===== src/opfp_pkg.sv =====
// Shared types and constants for the optical flow frame parser.
// No dependencies; used by optical_flow_frame_parser.
`timescale 1ns / 1ps
package opfp_pkg;

	localparam logic [7:0] HEADER_BYTE   = 8'hAA;
	localparam logic [7:0] SOURCE_RESET  = 8'h22;
	localparam logic [7:0] FUNC_FLOW     = 8'h51;
	localparam logic [7:0] FUNC_ALT      = 8'h52;
	localparam logic [7:0] MODE_FLOW     = 8'h01;
	localparam logic [7:0] MODE_ALT      = 8'h00;

	localparam logic KIND_FLOW = 1'b0;
	localparam logic KIND_ALT  = 1'b1;

	// Highest decoded frame position is 19; later bytes are never read back.
	localparam int STORE_DEPTH = 20;
	localparam int POS_W       = 9;

	localparam logic [POS_W-1:0] POS_HEADER  = 9'd0;
	localparam logic [POS_W-1:0] POS_SOURCE  = 9'd1;
	localparam logic [POS_W-1:0] POS_DEST    = 9'd2;
	localparam logic [POS_W-1:0] POS_FUNC    = 9'd3;
	localparam logic [POS_W-1:0] POS_LEN     = 9'd4;
	localparam logic [POS_W-1:0] POS_PAYLOAD = 9'd5;

	typedef enum logic [2:0] {
		PH_IDLE,
		PH_HEADER,
		PH_SOURCE,
		PH_DEST,
		PH_FUNC,
		PH_PAYLOAD,
		PH_CSUM
	} phase_t;

	typedef struct packed {
		logic        kind;
		logic [7:0]  quality;
		logic [15:0] speed_x;
		logic [15:0] speed_y;
		logic [15:0] speed_x_fixed;
		logic [15:0] speed_y_fixed;
		logic [15:0] dist_x;
		logic [15:0] dist_y;
		logic [7:0]  light;
		logic [15:0] altitude;
	} result_t;

endpackage


===== src/optical_flow_frame_parser.sv =====
// Top level of the optical flow frame parser: byte deframer, checksum,
// decode of flow and altitude frames, two-word result queue. Uses opfp_pkg.
`timescale 1ns / 1ps
// Usage:
//   Input channel (in_valid/in_ready, rx_byte) takes one received serial
//   byte per word. Frames are 0xAA, source, destination, function, length,
//   payload and an 8-bit sum checksum over all earlier bytes.
//   Output channel (out_valid/out_ready) gives one word per good flow frame
//   (function 0x51, mode 1) or altitude frame (function 0x52, mode 0),
//   carrying every held value after the update.
//   cfg_we/cfg_wdata writes the expected source byte; write only when idle.
//   Throughput: one byte per cycle while in_ready is high; all parsing and
//   decode happen in the cycle a byte is accepted, set by the phase register
//   and sum adder. A result is presented the cycle after its checksum byte.
//   Results go into a two-word queue; in_ready drops only while both words
//   are waiting, so a stalled receiver holds off input after two results.
//   Reset: parser idle, held values and frame store zero, expected source
//   0x22, queue empty.
module optical_flow_frame_parser (
	input  logic               clk,
	input  logic               arst_n,
	input  logic               cfg_we,
	input  logic [7:0]         cfg_wdata,
	input  logic               in_valid,
	output logic               in_ready,
	input  logic [7:0]         rx_byte,
	output logic               out_valid,
	input  logic               out_ready,
	output logic               update_kind,
	output logic [7:0]         quality,
	output logic signed [15:0] speed_x,
	output logic signed [15:0] speed_y,
	output logic signed [15:0] speed_x_fixed,
	output logic signed [15:0] speed_y_fixed,
	output logic signed [15:0] dist_x,
	output logic signed [15:0] dist_y,
	output logic [7:0]         light,
	output logic [15:0]        altitude
);

	opfp_pkg::phase_t phase_q, phase_d;
	logic [7:0] source_q;
	logic [7:0] bytes_left_q, bytes_left_d;
	logic [7:0] payload_count_q, payload_count_d;
	logic [7:0] sum_q, sum_d;
	logic [7:0] store_q [opfp_pkg::STORE_DEPTH];
	logic [7:0] view [opfp_pkg::STORE_DEPTH];
	opfp_pkg::result_t held_q, result_d;

	logic                      in_fire, push, pop;
	logic                      wr_en, csum_ok, is_flow, is_alt;
	logic [opfp_pkg::POS_W-1:0] wr_pos, payload_pos;

	opfp_pkg::result_t slot_q [2];
	logic              wr_ptr_q, rd_ptr_q;
	logic [1:0]        count_q;

	assign in_fire     = in_valid && in_ready;
	assign payload_pos = opfp_pkg::POS_PAYLOAD + {1'b0, payload_count_q};

	// parser next state
	always_comb begin
		phase_d         = phase_q;
		bytes_left_d    = bytes_left_q;
		payload_count_d = payload_count_q;
		sum_d           = sum_q;
		wr_en           = 1'b0;
		wr_pos          = opfp_pkg::POS_HEADER;
		csum_ok         = 1'b0;
		case (phase_q)
			opfp_pkg::PH_IDLE: begin
				if (rx_byte == opfp_pkg::HEADER_BYTE) begin
					wr_en   = 1'b1;
					wr_pos  = opfp_pkg::POS_HEADER;
					sum_d   = rx_byte;
					phase_d = opfp_pkg::PH_HEADER;
				end
			end
			opfp_pkg::PH_HEADER: begin
				if (rx_byte == source_q) begin
					wr_en   = 1'b1;
					wr_pos  = opfp_pkg::POS_SOURCE;
					sum_d   = sum_q + rx_byte;
					phase_d = opfp_pkg::PH_SOURCE;
				end else begin
					phase_d = opfp_pkg::PH_IDLE;
				end
			end
			opfp_pkg::PH_SOURCE: begin
				wr_en   = 1'b1;
				wr_pos  = opfp_pkg::POS_DEST;
				sum_d   = sum_q + rx_byte;
				phase_d = opfp_pkg::PH_DEST;
			end
			opfp_pkg::PH_DEST: begin
				wr_en   = 1'b1;
				wr_pos  = opfp_pkg::POS_FUNC;
				sum_d   = sum_q + rx_byte;
				phase_d = opfp_pkg::PH_FUNC;
			end
			opfp_pkg::PH_FUNC: begin
				wr_en           = 1'b1;
				wr_pos          = opfp_pkg::POS_LEN;
				sum_d           = sum_q + rx_byte;
				bytes_left_d    = rx_byte;
				payload_count_d = 8'd0;
				phase_d         = opfp_pkg::PH_PAYLOAD;
			end
			opfp_pkg::PH_PAYLOAD: begin
				if (bytes_left_q != 8'd0) begin
					wr_en           = 1'b1;
					wr_pos          = payload_pos;
					bytes_left_d    = bytes_left_q - 8'd1;
					payload_count_d = payload_count_q + 8'd1;
					sum_d           = sum_q + rx_byte;
					if (bytes_left_q == 8'd1) begin
						phase_d = opfp_pkg::PH_CSUM;
					end
				end else begin
					phase_d = opfp_pkg::PH_IDLE;
				end
			end
			opfp_pkg::PH_CSUM: begin
				wr_en   = 1'b1;
				wr_pos  = payload_pos;
				csum_ok = (sum_q == rx_byte);
				phase_d = opfp_pkg::PH_IDLE;
			end
			default: begin
				phase_d = opfp_pkg::PH_IDLE;
			end
		endcase
	end

	// store contents as seen after this byte's write
	always_comb begin
		for (int i = 0; i < opfp_pkg::STORE_DEPTH; i++) begin
			view[i] = (wr_en && wr_pos == opfp_pkg::POS_W'(i)) ? rx_byte : store_q[i];
		end
	end

	assign is_flow = csum_ok && view[3] == opfp_pkg::FUNC_FLOW && view[5] == opfp_pkg::MODE_FLOW;
	assign is_alt  = csum_ok && view[3] == opfp_pkg::FUNC_ALT && view[5] == opfp_pkg::MODE_ALT;
	assign push    = in_fire && (is_flow || is_alt);

	always_comb begin
		result_d = held_q;
		result_d.kind = is_alt ? opfp_pkg::KIND_ALT : opfp_pkg::KIND_FLOW;
		if (is_flow) begin
			result_d.quality       = view[6];
			result_d.speed_x       = {view[7], view[8]};
			result_d.speed_y       = {view[9], view[10]};
			result_d.speed_x_fixed = {view[11], view[12]};
			result_d.speed_y_fixed = {view[13], view[14]};
			result_d.dist_x        = {view[15], view[16]};
			result_d.dist_y        = {view[17], view[18]};
			result_d.light         = view[19];
		end
		if (is_alt) begin
			result_d.altitude = {view[6], view[7]};
		end
	end

	always_ff @(posedge clk or negedge arst_n) begin
		if (!arst_n) begin
			phase_q         <= opfp_pkg::PH_IDLE;
			source_q        <= opfp_pkg::SOURCE_RESET;
			bytes_left_q    <= 8'd0;
			payload_count_q <= 8'd0;
			sum_q           <= 8'd0;
			held_q          <= '0;
			for (int i = 0; i < opfp_pkg::STORE_DEPTH; i++) begin
				store_q[i] <= 8'd0;
			end
		end else begin
			if (cfg_we) begin
				source_q <= cfg_wdata;
			end
			if (in_fire) begin
				phase_q         <= phase_d;
				bytes_left_q    <= bytes_left_d;
				payload_count_q <= payload_count_d;
				sum_q           <= sum_d;
				for (int i = 0; i < opfp_pkg::STORE_DEPTH; i++) begin
					if (wr_en && wr_pos == opfp_pkg::POS_W'(i)) begin
						store_q[i] <= rx_byte;
					end
				end
			end
			if (push) begin
				held_q <= result_d;
			end
		end
	end

	// two-word result queue
	assign out_valid = (count_q != 2'd0);
	assign pop       = out_valid && out_ready;
	assign in_ready  = (count_q != 2'd2);

	always_ff @(posedge clk or negedge arst_n) begin
		if (!arst_n) begin
			wr_ptr_q <= 1'b0;
			rd_ptr_q <= 1'b0;
			count_q  <= 2'd0;
		end else begin
			if (push) begin
				wr_ptr_q <= ~wr_ptr_q;
			end
			if (pop) begin
				rd_ptr_q <= ~rd_ptr_q;
			end
			count_q <= count_q + {1'b0, push} - {1'b0, pop};
		end
	end

	always_ff @(posedge clk) begin
		if (push) begin
			slot_q[wr_ptr_q] <= result_d;
		end
	end

	assign update_kind   = slot_q[rd_ptr_q].kind;
	assign quality       = slot_q[rd_ptr_q].quality;
	assign speed_x       = slot_q[rd_ptr_q].speed_x;
	assign speed_y       = slot_q[rd_ptr_q].speed_y;
	assign speed_x_fixed = slot_q[rd_ptr_q].speed_x_fixed;
	assign speed_y_fixed = slot_q[rd_ptr_q].speed_y_fixed;
	assign dist_x        = slot_q[rd_ptr_q].dist_x;
	assign dist_y        = slot_q[rd_ptr_q].dist_y;
	assign light         = slot_q[rd_ptr_q].light;
	assign altitude      = slot_q[rd_ptr_q].altitude;

	a_push_only_on_csum: assert property (@(posedge clk) disable iff (!arst_n)
		push |-> phase_q == opfp_pkg::PH_CSUM)
		else $error("result pushed outside checksum phase");

	a_queue_bound: assert property (@(posedge clk) disable iff (!arst_n)
		count_q != 2'd3)
		else $error("result queue overflow");

	a_last_payload: assert property (@(posedge clk) disable iff (!arst_n)
		in_fire && phase_q == opfp_pkg::PH_PAYLOAD && bytes_left_q == 8'd1
		|=> phase_q == opfp_pkg::PH_CSUM)
		else $error("last payload word did not lead to checksum");

	a_idle_hunt: assert property (@(posedge clk) disable iff (!arst_n)
		in_fire && phase_q == opfp_pkg::PH_IDLE && rx_byte != opfp_pkg::HEADER_BYTE
		|=> phase_q == opfp_pkg::PH_IDLE)
		else $error("left idle without header word");

	a_held_stable: assert property (@(posedge clk) disable iff (!arst_n)
		!push |=> $stable(held_q))
		else $error("held values changed without a result");

endmodule


===== config.mk =====
export PLATFORM = sky130hd
export DESIGN_NAME = optical_flow_frame_parser
export DESIGN_NICKNAME = d
export VERILOG_FILES = /design/src/opfp_pkg.sv /design/src/optical_flow_frame_parser.sv
export SDC_FILE = /design/constraint.sdc
export NUM_CORES = 1
export LEC_CHECK = 0
export ABC_AREA = 1
export BUFFER_PORTS_ARGS = -buffer_cell sky130_fd_sc_hd__buf_2
export CORE_ASPECT_RATIO = 1.25
export CORE_UTILIZATION = 25
export DETAILED_ROUTE_END_ITERATION = 10
export SLEW_MARGIN = 25
export SYNTH_ARGS = -nofsm -noshare
export SYNTH_HDL_FRONTEND = slang
export SYNTH_SLANG_ARGS = --single-unit

===== constraint.sdc =====
create_clock -name clk -period 8.3 [get_ports clk]
set_clock_uncertainty 0.1 [all_clocks]
set_input_delay 0.415 -clock clk [delete_from_list [all_inputs] [get_ports clk]]
set_output_delay 0.415 -clock clk [all_outputs]
set_load 0.005 [all_outputs]

== Word-level counts from Yosys, hierarchy flattened ==
Memories as Yosys holds them, arrays and structs flattened.
Cells that the tools add are included.
Operators by class
  reductions and logical operators: 35
  eq/ne operators: 34
  bitwise operators: 2
  add/subtract/negate cells: 6
  multiplexer cells: 42
Operators with widths (count)
  $mux W8: 21
  $mux W112: 1
  $eq A9 B4 Y1 const B: 8
  $pmux W9 S6: 1
  $eq A9 B5 Y1 const B: 4
  $pmux W8 S2: 2
  $pmux W8 S4: 1
  $eq A9 B3 Y1 const B: 3
  $logic_and A1 B1 Y1: 23
  $pmux W3 S6: 1
  $eq A8 B1 Y1 const B: 2
  $eq A8 B7 Y1 const B: 2
  $eq A8 B8 Y1: 2
  $mux W16: 1
  $add A3 B8 Y9 const A: 1
  $eq A3 B3 Y1 const B: 3
  $eq A9 B2 Y1 const B: 1
  $mux W3: 3
  $mux W9: 1
  $add A8 B1 Y8 const B: 1
  $add A8 B8 Y8: 1
  $eq A8 B8 Y1 const B: 1
  $logic_not A8 Y1: 1
  $mux W1: 8
  other kinds (19): 26
Word-level totals
  bits of input ports: 21
  memories: 1
  bits in writable memories: 258
  register bits after elaboration: 295
  output and inout bits: 131
Memories
  slot_q: depth 2, width 129, rd ports 1, clocked after Yosys merged registers in 0, write ports 1, RTL line optical_flow_frame_parser.sv:54  | opfp_pkg::result_t slot_q [2];

== Longest topological paths before layout ==
  depth in word-level cells: 13
  depth in mapped cells: 26
  mapped depth without buffers: 24

== Worst setup path before layout ==
OpenSTA, ideal clock, no wires.
  kind: flip-flop to flip-flop
  start: register bytes_left_q[0]
  end: memory slot_q[0][0] in the netlist's numbering (enable)
  arrival: 7.908 ns
  setup slack: -0.328 ns
  buffers on the path: 2
  cell stages (with the launch flop): 21
  cells stage by stage: dfrtp_1 > inv_1 > ha_1 > nand2_1 > inv_2 > nand2_2 > nand2_4 > nand2_4 > nand2_1 > nand4_2 > nor2_4 > nand2_2 > buf_6 > o21ai_2 > nand2_1 > nor2_4 > nand2_2 > a21oi_2 > nand2_2 > clkbuf_1 > nor2_1
Between the ends
  word-level cells in the longest chain between the ends: 13
  elaborated cells between the ends (all ways): 23
RTL lines
  from (decl): RTL line optical_flow_frame_parser.sv:43  | logic [7:0] bytes_left_q, bytes_left_d;
  from (signal assigned): RTL line optical_flow_frame_parser.sv:181  | bytes_left_q <= bytes_left_d;
  $reduce_bool A8 Y1 *: RTL line optical_flow_frame_parser.sv:110  | if (bytes_left_q != 8'd0) begin
  $mux W9: RTL line optical_flow_frame_parser.sv:110
  $pmux W9 S6: RTL line optical_flow_frame_parser.sv:70  | case (phase_q)
  $eq A9 B2 Y1: RTL line optical_flow_frame_parser.sv:138  | view[i] = (wr_en && wr_pos == opfp_pkg::POS_W'(i)) ? rx_byte : store_q[i];
  $logic_and A1 B1 Y1: RTL line optical_flow_frame_parser.sv:138
  $mux W8
  $eq A8 B7 Y1, on equally long branches: RTL line optical_flow_frame_parser.sv:142, optical_flow_frame_parser.sv:143
  $logic_and A1 B1 Y1, on equally long branches (2 in series): RTL line optical_flow_frame_parser.sv:142, optical_flow_frame_parser.sv:143
  $logic_or A1 B1 Y1 *: RTL line optical_flow_frame_parser.sv:144  | assign push = in_fire && (is_flow || is_alt);
  $logic_and A1 B1 Y1 *: RTL line optical_flow_frame_parser.sv:144
  $mux W1 *: RTL line optical_flow_frame_parser.sv:218  | if (push) begin
  $mux W1 (not written as such) *: RTL line optical_flow_frame_parser.sv:219  | slot_q[wr_ptr_q] <= result_d;
  to (decl): RTL line optical_flow_frame_parser.sv:54
Every way passes the cells marked *; elsewhere a longest branch is shown, timed or not.

== Worst setup path after layout ==
  start: register bytes_left_q[0]
  end: register held_q[17] in the netlist's numbering
Between the ends
  word-level cells in the longest chain between the ends: 11
  elaborated cells between the ends (all ways): 25
RTL lines
  $reduce_bool A8 Y1 *: RTL line optical_flow_frame_parser.sv:110
  $mux W9: RTL line optical_flow_frame_parser.sv:110
  $pmux W9 S6: RTL line optical_flow_frame_parser.sv:70
  $eq A9 B2 Y1: RTL line optical_flow_frame_parser.sv:138
  $logic_and A1 B1 Y1: RTL line optical_flow_frame_parser.sv:138
  $mux W8
  $eq A8 B7 Y1, on equally long branches: RTL line optical_flow_frame_parser.sv:142, optical_flow_frame_parser.sv:143
  $logic_and A1 B1 Y1, on equally long branches (2 in series): RTL line optical_flow_frame_parser.sv:142, optical_flow_frame_parser.sv:143
  $logic_or A1 B1 Y1: RTL line optical_flow_frame_parser.sv:144
  $logic_and A1 B1 Y1: RTL line optical_flow_frame_parser.sv:144
  to (signal assigned): RTL line optical_flow_frame_parser.sv:191  | held_q <= result_d;
  to (decl): RTL line optical_flow_frame_parser.sv:48  | opfp_pkg::result_t held_q, result_d;
Marks and branches as above.
A chain may end at the register's enable or synchronous reset.

==> impl_metrics.ini <==
[cells_and_area]
area_growth_pct = 14.33
finalNetCount = 3041
drive_gt1_frac = 0.1036
num_antenna_cells = 0
finalNonFillerCells = 4369
stdcell_area_um2 = 28870
post-route-util = 0.2877

[sta]
hold_viol = 0
holdWs_ns = 0.04371
worst_pin_slew_ns = 1.002
layout_worst_path_cycle_share = 0.6267
setup_viol = 0
rsz0062_at_grt = false
fmax_mhz = 192.2
slew_headroom = 0.3280
slew_viol_final = 0
final.min_clock_period_ns = 5.202

[cts]
cts_setup_buffers = 0
clock_path_buffers = 3
insertion_delay_ns = 0.60
cts.repair.resized = 0
clk_pin_slew_ns = 0.07
h-tree-depth = 2
root_buffer = clkbuf_16
clock_sinks = 553
cts_tree = done
cts_buffers = 49

[floorplanning]
core.rowCount = 130
die_h_um = 357.3
die_area_um2 = 102300
initial_core_util = 0.2516
ios = 152
die_x_um = 286.3
core_um2 = 100400

[hold_path]
whs_path_depth = 3
holdCritPathClass = input pin to flip-flop
min-delay-start = cfg_we
min_to = source_q[5]$_DFFE_PN1P_

[route]
drc = 0
viasPerCell = 4.399
finalWirelength_um = 66900
dr.first_iter.drc_count = 1625
wl_per_cell_um = 15.31
routed-via-count = 19220
dr.pass1.iters = 5
antenna_left = 0

[worst_setup_path]
ff2ff_path_depth = 22
cp_top_family = simple AND/OR/NAND/NOR gates
r2r_end = held_q[17]$_DFFE_PN0P_
cp_common_cell = nand2_1
cp.arrival_ns = 5.64
worstReg2RegStart = bytes_left_q[0]$_DFFE_PN0P_
path_cells = inv_1 > ha_1 > nand2_1 > inv_2 > nand2_2 > nand2_4 > nand2_4 > nand2_1 > nand2_2 > a21oi_1 > nand4_1 > nand2_1 > nand2_1 > nor2_1 > nand3_1 > a21oi_2 > nand2_4 > buf_4 > inv_4 > buf_4 > nand2_1 > nand2_1
cpPeakStageDelay_ns = 0.60
cp.depth = 22
cp.required_ns = 8.73
cp-start-kind = flip-flop
crit_path_end_kind = flip-flop
rrSetupSlack_ns = 3.10
critPathBufInv = 5
slowest_stage = buf_4
crit_type = flip-flop to flip-flop
crit_fanout = 68

[logic_synthesis]
synth_nets = 2964
syn_area_um2 = 25250
synth_cell_types = 47
synth_top_cell_by_area = edfxtp_1
synthMuxAreaShare = 0.002229
synthFlopType = dfrtp_1
async_flop_share = 0.5335
netlist_top_cells_area = edfxtp_1 (31%), dfrtp_1 (29%), nand2_1 (24%)
ys_seq_area_frac = 0.5992
yosysMostFrequentCell = nand2_1
synthAdderAreaFrac = 0.006243
syn_avg_cell_area_um2 = 8.616
ys_seq_elements = 553
synth_top_family_by_area = simple AND/OR/NAND/NOR gates
yosys.area_share.simple = 0.3016
synth_edf_count = 258
synth.top_cell.area_share = 0.3068
synth-compound-area-share = 0.04008
yosysWarnings = 0
synth-xor-area-share = 0.005202
synth.top_cells.by_count = nand2_1 (1642), dfrtp_1 (293), edfxtp_1 (258)
syn_inst = 2931

[pwr]
pwr_density_cell_nw_per_um2 = 262.5
peakVddDrop_v = 0.0001407
leakage_nw = 13.58
p_total_mw = 7.579

[placed_design]
post_dp_cell_area_um2 = 27070
io_buffers = 151
detailed_place_hpwl_um = 41170
place_inst = 4267
routabilityCongestion = 0.7992

[global_route]
overflow = 0
antenna_found_initial = 0
grt_pass1_wl_um = 104900
grt_max_degree = 185
grt_usage = 0.1290
grt_pass1_vias = 18230

[outcome]
outcome = finished clean

[job]
maxCapViolCount = 0
==> registers in the layout (all words and copies together), names as in the netlist <==
signal           flops
source_q             8
store_q            128
wr_ptr_q             1
count_q              2
rd_ptr_q             1
slot_q             258
phase_q              3
bytes_left_q         8
sum_q                8
payload_count_q      8
held_q             128
==> power breakdown <==
part / internal (mW) / switching, mW / leakage, nW / total [mW]
clock: 1.36 / 1.06 / 0.823 / 2.42
combinational: 0.637 / 1.30 / 6.51 / 1.94
sequential: 3.04 / 0.178 / 6.24 / 3.22
==> worst register-to-register path: cells and delay by family, from the launching register on <==
family                     cells  cell delay (ns)
and+or+nand+nor               14             1.95
DFF                            1             0.39
buffers and inverters          5             1.76
AOI/OAI and AO/OA              2             0.72
adders and majority gates      1             0.24
==> final cells by class <==
cell class                      count  area [um^2]
Clock buffer                       57         1319
Clock inverter                     35        364.1
Fill cell                       10420        71480
Inverter                           84        325.3
Multi-Input combinational cell   2143         9021
Sequential cell                   553        15140
Tap cell                         1320         1652
Timing Repair Buffer              177         1057
==> worst max path at each step <==
stage | startpoint | to | slack, ns
after detailed placement | rx_byte[1] | held_q[121]$_DFFE_PN0P_ | 2.58
final | bytes_left_q[0]$_DFFE_PN0P_ | held_q[17]$_DFFE_PN0P_ | 3.10
after floorplan | bytes_left_q[0]$_DFFE_PN0P_ | slot_q[0][0]$_DFFE_PP_ | -0.33
after global routing | bytes_left_q[0]$_DFFE_PN0P_ | held_q[121]$_DFFE_PN0P_ | 2.50
after CTS | bytes_left_q[0]$_DFFE_PN0P_ | held_q[22]$_DFFE_PN0P_ | 3.05
after global placement | rx_byte[1] | held_q[30]$_DFFE_PN0P_ | 2.61
==> per-layer routing <==
| layer | up-vias | GRT usage | part of all wire |
|---|---|---|---|
| li1 | 9513 | - | - |
| met1 | 9184 | 0.1708 | 0.44 |
| met2 | 416 | 0.2159 | 0.48 |
| met3 | 105 | 0.01524 | 0.040 |
| met4 | 0 | 0.04738 | 0.032 |
| met5 | - | 0 | 0 |
==> timing repair <==
action / CTS / global route
hold endpoints to repair: 117 / 0
hold buffers: 9 / 0
endpoints found under the setup margin: 0 / 0
==> placed cells by master (no fill, tap or decap), types with 8 or more instances in the layout <==
cell	instances
a21oi_1	12
dlygate4sd3_1	9
dfrtp_1	292
o21ai_0	158
ha_1	11
edfxtp_1	258
inv_1	62
nand4_1	9
clkinv_2	11
inv_2	14
nor2_1	50
nand3_1	165
nand2_2	16
clkbuf_16	51
buf_2	150
nand2_1	1640
buf_4	11
xor2_1	8
clkinv_1	13
==> logic make-up after synthesis <==
logic type	Yosys count
DFF	553
AOI/OAI and AO/OA	192
xor gates and xnor gates	15
muxes	5
buffers and inverters	235
adders and majority gates	12
and+or+nand+nor	1919
==> through the flow <==
| step | TNS [ns] | setup slack [ns] |
|---|---|---|
| after floorplan | -84.58 | -0.3278 |
| after global routing | 0 | 2.498 |
| after CTS | 0 | 3.049 |
| final | 0 | 3.098 |
| after global placement | 0 | 2.608 |
| after detailed placement | 0 | 2.578 |
No activity file was read; power rests on OpenSTA's default activity.
